==> src/hw/rtl/bss_pkg.sv <==
// Shared types and constants for the block sample statistics core.
// Used by bss_iter and block_sample_statistics_core.
package bss_pkg;

  localparam int MAX_SAMPLES_DEF = 1024;
  localparam int SAMPLE_BITS     = 16;
  localparam int ROOT_W          = 16;
  localparam int RAD_W           = 2 * ROOT_W;
  localparam int REM_W           = 20;
  localparam int OUT_W           = 128;

  typedef enum logic {
    OP_DIV,
    OP_SQRT
  } bss_op_t;

  typedef struct packed {
    logic    start;
    bss_op_t op;
  } bss_req_t;

  typedef struct packed {
    logic busy;
    logic done;
  } bss_rsp_t;

  typedef enum logic [3:0] {
    ST_COLLECT,
    ST_MEAN,
    ST_RMS_DIV,
    ST_RMS_SQRT,
    ST_PASS,
    ST_DRAIN,
    ST_MAD,
    ST_VAR,
    ST_SD,
    ST_DONE
  } bss_state_t;

endpackage

==> src/hw/rtl/bss_iter.sv <==
// Shared iterative unit: restoring unsigned divide (one quotient bit per
// cycle) and floor square root (one root bit per cycle). Uses bss_pkg.
module bss_iter #(
  parameter int DW = 45,
  parameter int CW = 11
) (
  input  logic              clk,
  input  logic              rst_n,
  input  bss_pkg::bss_req_t req,
  input  logic [DW-1:0]     a,
  input  logic [CW-1:0]     b,
  output bss_pkg::bss_rsp_t rsp,
  output logic [DW-1:0]     result
);
  import bss_pkg::*;

  localparam int SW = $clog2(DW + 1);

  logic              busy_r, busy_nxt;
  logic              done_r, done_nxt;
  logic [SW-1:0]     cnt_r, cnt_nxt;
  bss_op_t           op_r, op_nxt;
  logic [REM_W-1:0]  rem_r, rem_nxt;
  logic [DW-1:0]     acc_r, acc_nxt;
  logic [ROOT_W-1:0] root_r, root_nxt;
  logic [CW-1:0]     div_r, div_nxt;
  logic [REM_W-1:0]  sh, trial;
  logic              ge;

  always_comb begin
    if (op_r == OP_DIV) begin
      sh    = {rem_r[REM_W-2:0], acc_r[DW-1]};
      trial = REM_W'(div_r);
    end else begin
      sh    = {rem_r[REM_W-3:0], acc_r[RAD_W-1:RAD_W-2]};
      trial = REM_W'({root_r, 2'b01});
    end
    ge = (sh >= trial);
  end

  always_comb begin
    busy_nxt = busy_r;
    done_nxt = 1'b0;
    cnt_nxt  = cnt_r;
    op_nxt   = op_r;
    rem_nxt  = rem_r;
    acc_nxt  = acc_r;
    root_nxt = root_r;
    div_nxt  = div_r;
    if (req.start) begin
      busy_nxt = 1'b1;
      op_nxt   = req.op;
      rem_nxt  = '0;
      acc_nxt  = a;
      root_nxt = '0;
      div_nxt  = b;
      cnt_nxt  = (req.op == OP_DIV) ? SW'(DW) : SW'(ROOT_W);
    end else if (busy_r) begin
      rem_nxt = ge ? (sh - trial) : sh;
      if (op_r == OP_DIV) begin
        acc_nxt = {acc_r[DW-2:0], ge};
      end else begin
        acc_nxt  = acc_r << 2;
        root_nxt = {root_r[ROOT_W-2:0], ge};
      end
      cnt_nxt = cnt_r - 1'b1;
      if (cnt_r == SW'(1)) begin
        busy_nxt = 1'b0;
        done_nxt = 1'b1;
      end
    end
  end

  always_ff @(posedge clk) begin
    if (!rst_n) begin
      busy_r <= 1'b0;
      done_r <= 1'b0;
      cnt_r  <= '0;
      op_r   <= OP_DIV;
    end else begin
      busy_r <= busy_nxt;
      done_r <= done_nxt;
      cnt_r  <= cnt_nxt;
      op_r   <= op_nxt;
    end
    rem_r  <= rem_nxt;
    acc_r  <= acc_nxt;
    root_r <= root_nxt;
    div_r  <= div_nxt;
  end

  assign rsp.busy = busy_r;
  assign rsp.done = done_r;
  assign result   = (op_r == OP_DIV) ? acc_r : DW'(root_r);
endmodule

==> config.mk <==
export PLATFORM = sky130hd
export DESIGN_NAME = bss_iter
export DESIGN_NICKNAME = d
export VERILOG_FILES = /design/src/hw/rtl/bss_pkg.sv /design/src/hw/rtl/bss_iter.sv
export SDC_FILE = /design/constraint.sdc
export NUM_CORES = 1
export LEC_CHECK = 0
export BUFFER_PORTS_ARGS = -buffer_cell sky130_fd_sc_hd__buf_2
export CORE_AREA = 8 8 112 114
export DETAILED_ROUTE_END_ITERATION = 8
export DIE_AREA = 0 0 120 122
export GPL_ROUTABILITY_DRIVEN = 0
export PLACE_DENSITY = 0.76
export REMOVE_ABC_BUFFERS = 1
export SYNTH_ARGS = -nofsm -noshare
export SYNTH_HDL_FRONTEND = slang
export SYNTH_SLANG_ARGS = --single-unit
==> constraint.sdc <==
create_clock -name clk -period 4.97 [get_ports clk]
set_clock_uncertainty 0.05 [all_clocks]
set_input_delay 0.994 -clock clk [delete_from_list [all_inputs] [get_ports clk]]
set_output_delay 0.994 -clock clk [all_outputs]
set_load 0.005 [all_outputs]
==> reports/metrics.json, run 1 <==
{
  "global_routing": {
    "globalRouteMet2Util": 0.351,
    "met1_usage": 0.236,
    "grt_overflow_total": 0,
    "grtUsageMet3": 0.0361,
    "grt_start_max_net_pins": 96,
    "antenna_found_initial": 0,
    "grt_pass1_vias": 5137,
    "grt_pass1_wl_um": 23900,
    "grt_util_all_layers": 0.197,
    "grt_busiest_layer": "met2"
  },
  "worst_setup_path": {
    "critical_path.top_delay_family": "compound AO/OA/AOI/OAI gates",
    "startpoint_type": "flip-flop",
    "crit_path_end_kind": "flip-flop",
    "cp_num_buf_inv": 1,
    "required_ns": 5.22,
    "category_of_the_most_critical_setup_path": "reg2reg",
    "crit_path_max_incr_delay_ns": 0.90,
    "crit_chain": "buf_4 > mux2_2 > ha_1 > a21o_1 > a31oi_1 > o21ai_1 > a211oi_2 > a21bo_2 > a41oi_1 > nor3_2",
    "timing.critical_path.arrival_ns": 4.32,
    "cp_slowest_cell": "a211oi_2",
    "crit_path_max_fanout": 51
  },
  "finish": {
    "fraction_of_layout_cells_with_a_size_suffix_above_1": 0.222,
    "layout.cells.most_common_list": "nand2_1, buf_2, a21oi_1, o21ai_0, edfxtp_1",
    "fin_cells": 879,
    "stdcell_area_mm2": 0.00673,
    "fillers": 938,
    "layout.nets": 815,
    "number_of_inserted_diodes": 0,
    "layout.cells.most_common": "nand2_1",
    "syn_to_final_growth_pct": 12.3
  },
  "drt": {
    "drt_iter0_markers": 272,
    "routed-via-count": 5011,
    "totalWireLength_um": 14600,
    "wl_per_cell_um": 16.6,
    "first_pass_iters": 6,
    "drt.antenna.violating_nets": 0,
    "post_drt_via_cell_ratio": 5.70,
    "detail_route.drc_violations": 0
  },
  "die": {
    "chipWidth_um": 120,
    "core_mm2": 0.0107,
    "core.rowCount": 38,
    "floorplan.die.height_um": 122,
    "die_area_mm2": 0.0146,
    "design.portCount": 107,
    "initial_core_util": 0.560
  },
  "power": {
    "vdd.ir_drop.worst_mv": 0.275,
    "cellLeakagePower_nw": 2.74,
    "power_density_mw_per_mm2": 437
  },
  "synthesis": {
    "synth_top_family_by_area": "compound AO/OA/AOI/OAI gates",
    "yosys_register_bits": 100,
    "mean_area_per_synthesized_cell_um2": 9.06,
    "synth_mux_area_frac": 0.100,
    "dominantRegCellSynth": "edfxtp_1",
    "synth_enable_flop_cells": 56,
    "yosysWarnings": 0,
    "synthArstFlopShare": 0,
    "yosysUniqueCellTypes": 64,
    "synth-xor-area-share": 0.0263,
    "synthAdderAreaFrac": 0.0451,
    "ys_seq_area_frac": 0.428,
    "synth_simple_gate_area_share": 0.170,
    "synthesis.area_mm2": 0.00599,
    "synthCells": 661,
    "synth_compound_gate_area_share": 0.180
  },
  "clocking": {
    "postCtsSetupBuffers": 0,
    "cts_htree_levels": 3,
    "clkLatencyLatePin_ns": 0.36,
    "cts.sinks": 100,
    "cts-hold-fix-buffers": 0,
    "cts-buffers-inserted": 9,
    "tritoncts": "yes",
    "gates_resized_cts_repair": 0,
    "clock_tree.buffer_depth": 2,
    "clk_slew_on_worst_s_h_paths_ns": 0.10,
    "root_buffer": "clkbuf_8"
  },
  "timing": {
    "setup_viol_count_final": 0,
    "final.min_clock_period_ns": 4.07,
    "worst_slack_ns": 0.895,
    "finalMaxSlewViolations": 0,
    "rsz0062_at_grt": "false",
    "finalHoldViolations": 0,
    "timing.setup.tns_ns": 0,
    "tightestPinTransition_ns": 1.05,
    "clock.fmax_ghz": 0.245,
    "final.hold.worst_slack_ns": 0.414,
    "post-route-period-util": 0.820,
    "worst_slew_margin_rel": 0.298
  },
  "status": {
    "run_status": "finished clean"
  },
  "min_path": {
    "timing.hold.worst.class": "reg2reg"
  },
  "placement": {
    "post_dp_cell_area_mm2": 0.00652,
    "place.detailed.instances": 863,
    "placement.setup.worst_slack_ns": 0.998,
    "dpl.hpwl_um": 10800,
    "io_buffer_count": 106
  },
  "job": {
    "drv.max_cap_violation_count": 0
  }
}
where the power goes:
part	switching (mW)	internal, mW
registers	0.0799	0.992
clock network	0.294	0.247
logic	0.776	0.549
total	1.15	1.79
logic make-up (layout without fill, tap and decap cells):
group | count (synthesis) | count (layout)
xor gates and xnor gates | 18 | 18
buffers and inverters | 69 | 147
AOI/OAI and AO/OA | 180 | 180
adders and majority gates | 21 | 21
DFF | 100 | 100
and+or+nand+nor | 216 | 216
muxes | 57 | 57
cells in the mapped netlist (3+ instances only):
| master | instances | area (um^2) |
|---|---|---|
| nand2_1 | 107 | 402 |
| a21oi_1 | 62 | 310 |
| o21ai_0 | 62 | 310 |
| edfxtp_1 | 56 | 1680 |
| dfxtp_1 | 44 | 881 |
| nor2_1 | 38 | 143 |
| clkbuf_1 | 34 | 128 |
| mux2i_1 | 34 | 340 |
| nor2b_1 | 32 | 200 |
| mux2_2 | 23 | 259 |
| ha_1 | 20 | 250 |
| inv_1 | 19 | 71.3 |
| a211oi_1 | 12 | 90.1 |
| xnor2_1 | 11 | 96.3 |
| xor2_1 | 7 | 61.3 |
| a31oi_1 | 6 | 37.5 |
| buf_2 | 6 | 30.0 |
| nand3_1 | 6 | 30.0 |
| nand4_1 | 6 | 37.5 |
| buf_1 | 4 | 15.0 |
| nand2b_1 | 4 | 25.0 |
| a21o_1 | 3 | 22.5 |
| and3_1 | 3 | 18.8 |
| buf_4 | 3 | 22.5 |
| nor3_1 | 3 | 15.0 |
| nor3_2 | 3 | 30.0 |
| nor4b_1 | 3 | 26.3 |
| o31ai_1 | 3 | 22.5 |
worst register-to-register path, stage by stage, from the launching register on:
cell	delay (ns)
dfxtp_4	0.78
buf_4	0.37
mux2_2	0.39
ha_1	0.39
a21o_1	0.25
a31oi_1	0.22
o21ai_1	0.14
a211oi_2	0.90
a21bo_2	0.27
a41oi_1	0.05
nor3_2	0.20
final cells by class:
class / count / area [um^2] / area share
Sequential cell: 100 / 2570 / 0.381
Timing Repair Buffer: 112 / 578 / 0.0859
Multi-Input combinational cell: 492 / 3120 / 0.464
Clock buffer: 11 / 174 / 0.0259
Clock inverter: 5 / 38.8 / 0.00577
Inverter: 19 / 71.3 / 0.0106
Tap cell: 140 / 175 / 0.0260
per-stage QoR:
stage | utilization | power, mW
after floorplan | - | 2.05
after global placement | 0.609 | 2.35
final | 0.629 | 2.94
after global routing | 0.629 | 3.13
after CTS | 0.629 | 2.94
after detailed placement | 0.609 | 2.40
final timing paths:
kind | startpoint | to | slack [ns] | cells past startpoint
worst max-delay path | op_r | rem_r[17] | 0.90 | 10
worst max register to register | op_r | rem_r[17] | 0.90 | 10
worst min register to register | root_r[15] | root_r[15] | 0.41 | 2
worst min-delay path | root_r[15] | root_r[15] | 0.41 | 2
metal layers:
layer  vias to the layer above  wire length [um]
li1                       2505                 -
met2                       130              7560
met4                         0               227
met3                        19               592
met5                         -                 0
met1                      2357              6220
state kept, by name, summed over array words and instances (netlist names):
register	flops
acc_r	45
op_r	1
rem_r	19
div_r	11
cnt_r	6
busy_r	1
root_r	16
done_r	1
Power figures use the tool's default switching activity.
==> run 2, diff against run 1 <==
--- a/config.mk
+++ b/config.mk
@@ -5,10 +5,11 @@
 export SDC_FILE = /design/constraint.sdc
 export NUM_CORES = 1
 export LEC_CHECK = 0
+export ABC_AREA = 1
 export BUFFER_PORTS_ARGS = -buffer_cell sky130_fd_sc_hd__buf_2
-export CORE_AREA = 8 8 112 114
+export CORE_AREA = 8 8 114 116
 export DETAILED_ROUTE_END_ITERATION = 8
-export DIE_AREA = 0 0 120 122
+export DIE_AREA = 0 0 122 124
 export GPL_ROUTABILITY_DRIVEN = 0
 export PLACE_DENSITY = 0.76
 export REMOVE_ABC_BUFFERS = 1
==> constraint.sdc (replaced) <==
create_clock -name clk -period 4.05 [get_ports clk]
set_clock_uncertainty 0.05 [all_clocks]
set_input_delay 0.81 -clock clk [delete_from_list [all_inputs] [get_ports clk]]
set_output_delay 0.81 -clock clk [all_outputs]
set_load 0.005 [all_outputs]
==> run 2 against run 1 <==
Total power grew 26%. Global-route usage grew 2.7 points. Area after synthesis increased by 4.2%. Synthesized cell count grew 29%. Critical path type unchanged. Utilization increased by 0.97 points. Die area grew 3.3%. Via count is 18% higher. Largest power group unchanged. Maximum frequency up 27%. Final area grew 6.1%. Sequential share of layout area decreased by 2.2 points. Wire length increased by 11%.
==> reports/metrics.json, run 2 <==
{
  "clocking": {
    "clk_slew_on_worst_s_h_paths_ns": 0.07,
    "clock_tree.buffer_depth": 2,
    "cts-hold-fix-buffers": 0,
    "tritoncts": "yes",
    "cts-buffers-inserted": 9,
    "clkLatencyLatePin_ns": 0.35,
    "postCtsSetupBuffers": 0,
    "cts.sinks": 100,
    "root_buffer": "clkbuf_16",
    "gates_resized_cts_repair": 0,
    "cts_htree_levels": 3
  },
  "synthesis": {
    "yosysUniqueCellTypes": 36,
    "synthTopCellsByCount": "nand2_1, inv_1, nor2_1",
    "synthesis.area_mm2": 0.00624,
    "mean_area_per_synthesized_cell_um2": 7.32,
    "ys_seq_area_frac": 0.411,
    "yosysTopAreaCell": "edfxtp_1",
    "dominantRegCellSynth": "edfxtp_1",
    "synthArstFlopShare": 0,
    "synthDominantCellAreaShare": 0.270,
    "yosys_register_bits": 100,
    "synth_enable_flop_cells": 56,
    "yosysWarnings": 0,
    "synthCells": 853,
    "netlist_top_cells_area": "edfxtp_1, dfxtp_1, nand2_1, inv_1, o221ai_1",
    "most_frequent_cell_after_synthesis": "nand2_1"
  },
  "finish": {
    "syn_to_final_growth_pct": 14.4,
    "layout_top_registers": "acc_r: 45 flops, rem_r: 19 flops, root_r: 16 flops",
    "layout.cells.most_common": "nand2_1",
    "regMostFlops": "acc_r",
    "layout.nets": 1020,
    "finish.utilization": 0.639,
    "largest_reg_flops": 45,
    "layout.cells.most_common_list": "nand2_1, inv_1, buf_2",
    "number_of_inserted_diodes": 0,
    "fraction_of_layout_cells_with_a_size_suffix_above_1": 0.160
  },
  "drt": {
    "drt.antenna.violating_nets": 0,
    "totalWireLength_um": 16200,
    "drt_iter0_markers": 367,
    "detail_route.drc_violations": 0,
    "post_drt_via_cell_ratio": 5.43,
    "first_pass_iters": 5,
    "wl_per_cell_um": 14.9,
    "routed-via-count": 5902
  },
  "die": {
    "initial_core_util": 0.558,
    "chipWidth_um": 122,
    "core_mm2": 0.0112,
    "design.portCount": 107,
    "core.rowCount": 39,
    "floorplan.die.height_um": 124,
    "die_area_mm2": 0.0151
  },
  "timing": {
    "worst_slew_margin_rel": 0.498,
    "tightestPinTransition_ns": 0.753,
    "clock.fmax_ghz": 0.312,
    "timing.setup.tns_ns": 0,
    "finalHoldViolations": 0,
    "finalMaxSlewViolations": 0,
    "worst_slack_ns": 0.849,
    "setup_viol_count_final": 0,
    "rsz0062_at_grt": "false",
    "final.min_clock_period_ns": 3.20,
    "post-route-period-util": 0.790
  },
  "power": {
    "power_density_mw_per_mm2": 518,
    "vdd.ir_drop.worst_mv": 0.323,
    "cellLeakagePower_nw": 3.55,
    "fin_total_pwr_mw": 3.69
  },
  "job": {
    "drv.max_cap_violation_count": 0
  },
  "placement": {
    "io_buffer_count": 106,
    "placement.setup.worst_slack_ns": 0.895,
    "dpl.hpwl_um": 11700
  },
  "worst_setup_path": {
    "startpoint_type": "flip-flop",
    "required_ns": 4.21,
    "timing.critical_path.arrival_ns": 3.36,
    "crit_path_end_kind": "flip-flop",
    "category_of_the_most_critical_setup_path": "reg2reg",
    "crit_path_max_fanout": 28
  },
  "global_routing": {
    "grt_pass1_wl_um": 27100,
    "grt_pass1_vias": 5686,
    "grt_start_max_net_pins": 69,
    "grt_overflow_total": 0,
    "grt_util_all_layers": 0.223,
    "antenna_found_initial": 0
  },
  "status": {
    "run_status": "finished clean"
  },
  "min_path": {
    "timing.hold.worst.class": "reg2reg"
  }
}
==> run 2: cell types whose count changed in the layout (fill, tap and decap cells not counted), sizes merged, moves of 7 or more <==
cell / before / now
nand3: 7 / 52
nand2: 107 / 234
a21boi: 0 / 9
nor2: 38 / 83
mux2: 23 / 0
nand3b: 0 / 7
mux2i: 34 / 0
nor2b: 32 / 1
or2: 1 / 8
o221ai: 1 / 41
a211oi: 13 / 1
a21oi: 63 / 23
inv: 20 / 142
==> run 2: report_power, final <==
part	internal, mW	switching [mW]
combinational	0.536	0.982
clock	0.498	0.390
sequential	1.22	0.0633
==> run 2: final cells by class <==
class | count | area, um^2
clock buffers | 11 | 243
inverters | 141 | 532
clock inverters | 5 | 58.8
multi-input cells | 573 | 2960
fillers | 1056 | 4040
well taps | 143 | 179
flip-flops and latches | 100 | 2560
repair buffers | 114 | 603
==> run 2: kinds of logic after synthesis <==
| family | after synthesis | synth area share |
|---|---|---|
| simple gates | 396 | 0.268 |
| xor+xnor | 11 | 0.0154 |
| buf+inv | 180 | 0.116 |
| compound gates | 145 | 0.147 |
| flops | 100 | 0.411 |
| fa+ha+maj | 21 | 0.0433 |
==> run 2: worst max-delay path: stages, from the launching register on <==
cell     delay [ns]
dfxtp_2        0.38
buf_4          0.29
nand2_1        0.09
inv_1          0.07
nor2_1         0.07
ha_1           0.25
fa_1           0.41
inv_1          0.09
nand3_1        0.07
nand2_1        0.15
nand3_1        0.09
nand3_1        0.12
nand2_2        0.30
nand2_4        0.35
nand2_1        0.08
nand3_1        0.07
o21ai_0        0.10
==> run 2: stage by stage <==
stage	instance area [um^2]	hold WS (ns)	instances
6_report	7140	0.413	1087
5_1_grt	7140	0.431	1087
4_1_cts	7140	0.418	1087
3_5_place_dp	6830	0.408	1071
3_3_place_gp	6830	0.404	1071
2_1_floorplan	6050	0.385	814
==> run 2: layer usage <==
metal / GRT usage / vias to the layer above / wire [um] / part of all wire
li1: - / 2968 / - / -
met1: 0.276 / 2671 / 7020 / 0.43
met2: 0.364 / 241 / 7580 / 0.47
met3: 0.0571 / 22 / 1280 / 0.079
met4: 0.0948 / 0 / 302 / 0.019
met5: 0 / - / 0 / 0
==> run 2: final timing paths <==
kind                            startpoint        to  slack [ns]  cells after the start
worst max-delay path                  op_r  rem_r[0]        0.85                     16
worst min register to register    rem_r[9]  rem_r[9]        0.41                      2
worst max register to register        op_r  rem_r[0]        0.85                     16
worst min-delay path              rem_r[9]  rem_r[9]        0.41                      2
==> run 3, diff against run 2 <==
--- a/config.mk
+++ b/config.mk
@@ -7,11 +7,11 @@
 export LEC_CHECK = 0
 export ABC_AREA = 1
 export BUFFER_PORTS_ARGS = -buffer_cell sky130_fd_sc_hd__buf_2
-export CORE_AREA = 8 8 114 116
+export CORE_AREA = 8 8 119 121
 export DETAILED_ROUTE_END_ITERATION = 8
-export DIE_AREA = 0 0 122 124
+export DIE_AREA = 0 0 127 129
 export GPL_ROUTABILITY_DRIVEN = 0
-export PLACE_DENSITY = 0.76
+export PLACE_DENSITY = 0.73
 export REMOVE_ABC_BUFFERS = 1
 export SYNTH_ARGS = -nofsm -noshare
 export SYNTH_HDL_FRONTEND = slang
==> constraint.sdc (replaced) <==
create_clock -name clk -period 2.7 [get_ports clk]
set_clock_uncertainty 0.05 [all_clocks]
set_input_delay 0.54 -clock clk [delete_from_list [all_inputs] [get_ports clk]]
set_output_delay 0.54 -clock clk [all_outputs]
set_load 0.005 [all_outputs]
==> run 3 against run 2 <==
Utilization fell by 0.20 points. Die area rose by 8.3%. Wire length rose by 12%. Final area rose by 9.8%. Worst hold slack got worse by 0.10 ns. Sequential cell count did not move. Register-to-register slack got worse by 0.80 ns. Critical path type unchanged. Highest routed layer unchanged.
==> reports/metrics.json, run 3 (same netlist as run 2, synthesis figures left out) <==
{
  "global_routing": {
    "grt_util_all_layers": 0.209,
    "grt_start_max_net_pins": 48,
    "antenna_found_initial": 0,
    "grt_pass1_vias": 5819,
    "grt_pass1_wl_um": 28000,
    "grt_overflow_total": 0
  },
  "timing": {
    "setup_viol_count_final": 0,
    "post-route-period-util": 0.982,
    "tightestPinTransition_ns": 0.686,
    "rsz0062_at_grt": "true",
    "finalMaxSlewViolations": 0,
    "finalHoldViolations": 0,
    "worst_slew_margin_rel": 0.542,
    "clock.fmax_ghz": 0.377,
    "final.min_clock_period_ns": 2.65
  },
  "finish": {
    "largest_reg_flops": 45,
    "layout_top_registers": "acc_r: 45 flops, rem_r: 19 flops, root_r: 16 flops",
    "syn_to_final_growth_pct": 25.6,
    "layout.nets": 1052,
    "stdcell_area_mm2": 0.00784,
    "layout.cells.most_common": "nand2_1",
    "number_of_inserted_diodes": 0,
    "fraction_of_layout_cells_with_a_size_suffix_above_1": 0.235,
    "regMostFlops": "acc_r",
    "layout.cells.most_common_list": "nand2_1, inv_1, buf_2"
  },
  "clocking": {
    "clk_slew_on_worst_s_h_paths_ns": 0.07,
    "tritoncts": "yes",
    "cts-hold-fix-buffers": 0,
    "cts_htree_levels": 3,
    "clock_tree.buffer_depth": 2,
    "clkLatencyLatePin_ns": 0.35,
    "cts.sinks": 100,
    "cts-buffers-inserted": 9,
    "root_buffer": "clkbuf_16"
  },
  "min_path": {
    "timing.hold.worst.class": "in2reg",
    "timing.hold.worst.start": "b[10]"
  },
  "die": {
    "initial_core_util": 0.507,
    "floorplan.die.height_um": 129,
    "core_mm2": 0.0123,
    "chipWidth_um": 127,
    "die_area_mm2": 0.0164,
    "core.rowCount": 41,
    "design.portCount": 107
  },
  "drt": {
    "drt_iter0_markers": 411,
    "wl_per_cell_um": 16.1,
    "detail_route.drc_violations": 0,
    "first_pass_iters": 5,
    "drt.antenna.violating_nets": 0,
    "totalWireLength_um": 18100,
    "post_drt_via_cell_ratio": 5.49,
    "routed-via-count": 6177
  },
  "worst_setup_path": {
    "cp_slowest_cell": "dfxtp_4",
    "setup.worst_path.start": "op_r",
    "critical_path.most_common_cell": "nand2_1",
    "cp_num_buf_inv": 4,
    "crit_path_max_fanout": 12,
    "critical_path.top_delay_family": "simple AND/OR/NAND/NOR gates",
    "crit_chain": "clkbuf_4 > clkbuf_16 > o21ai_2 > inv_1 > ha_4 > nand2_2 > nor2_4 > nand2_1 > nor2_1 > nand2_1 > nand2_2 > nor2_4 > buf_2 > nand3_1 > nand3_1 > nand2_1",
    "startpoint_type": "flip-flop",
    "crit_path_max_incr_delay_ns": 0.39,
    "timing.critical_path.arrival_ns": 2.85,
    "category_of_the_most_critical_setup_path": "reg2reg",
    "required_ns": 2.90,
    "critical_path.reg2reg.startpoint": "op_r",
    "crit_path_end_kind": "flip-flop"
  },
  "power": {
    "cellLeakagePower_nw": 3.79,
    "vdd.ir_drop.worst_mv": 0.409,
    "fin_total_pwr_mw": 6.22,
    "power_density_mw_per_mm2": 794
  },
  "placement": {
    "io_buffer_count": 106,
    "post_dp_cell_area_mm2": 0.00700,
    "dpl.hpwl_um": 12400
  },
  "job": {
    "drv.max_cap_violation_count": 0
  },
  "status": {
    "run_status": "finished clean"
  }
}
-- run 3: worst reg2reg max path, delay by kind of cell, from the launching register on --
family                     cells  cell delay, ns
and+or+nand+nor               10            0.93
adders and majority gates      1            0.26
DFF                            1            0.39
buffers and inverters          4            0.74
AOI/OAI and AO/OA              1            0.18
-- run 3: layout make-up --
cell class / instances / area (um^2)
fillers: 1085 / 4470
multi-input cells: 574 / 3320
flip-flops and latches: 100 / 2570
repair buffers: 145 / 925
inverters: 141 / 532
clock buffers: 11 / 243
well taps: 150 / 188
clock inverters: 5 / 61.3
-- run 3: per-layer routing --
| layer | global-route usage | share of wire | vias to the layer above |
|---|---|---|---|
| li1 | - | - | 3029 |
| met1 | 0.261 | 0.42 | 2862 |
| met2 | 0.354 | 0.48 | 245 |
| met3 | 0.0376 | 0.064 | 41 |
| met4 | 0.0749 | 0.031 | 0 |
| met5 | 0 | 0 | - |
-- run 3: path summary, 6_finish.rpt --
check,endpoint,slack (ns),depth (start not counted)
hold reg to reg,rem_r[18],0.42,2
hold / removal,div_r[10],0.31,1
setup / recovery,rem_r[10],0.05,16
setup reg to reg,rem_r[10],0.05,16
-- run 3: per-stage QoR --
step | utilization | TNS, ns | setup slack [ns] | instances | hold slack, ns
final | 0.637 | 0 | 0.0488 | 1126 | 0.311
after global routing | 0.637 | -0.570 | -0.0643 | 1126 | 0.304
after CTS | 0.596 | 0 | 0.00802 | 1113 | 0.307
after detailed placement | 0.569 | -0.394 | -0.0616 | 1096 | 0.397
after global placement | 0.569 | -0.0166 | -0.00520 | 1096 | 0.401
after floorplan | - | -60.58 | -1.39 | 814 | 0.385
-- run 3: where the power goes --
part / internal [mW] / switching [mW] / total, mW
clock network: 0.748 / 0.589 / 1.34
registers: 1.83 / 0.123 / 1.96
logic: 1.20 / 1.72 / 2.93
total: 3.79 / 2.43 / 6.22
-- run 3: repair_timing --
action | in CTS | in global routing
pin swaps | 1 | 9
cloned | 1 | 4
buffers inserted | 0 | 9
gates resized for setup | 6 | 82
setup endpoints to repair | 17 | 21
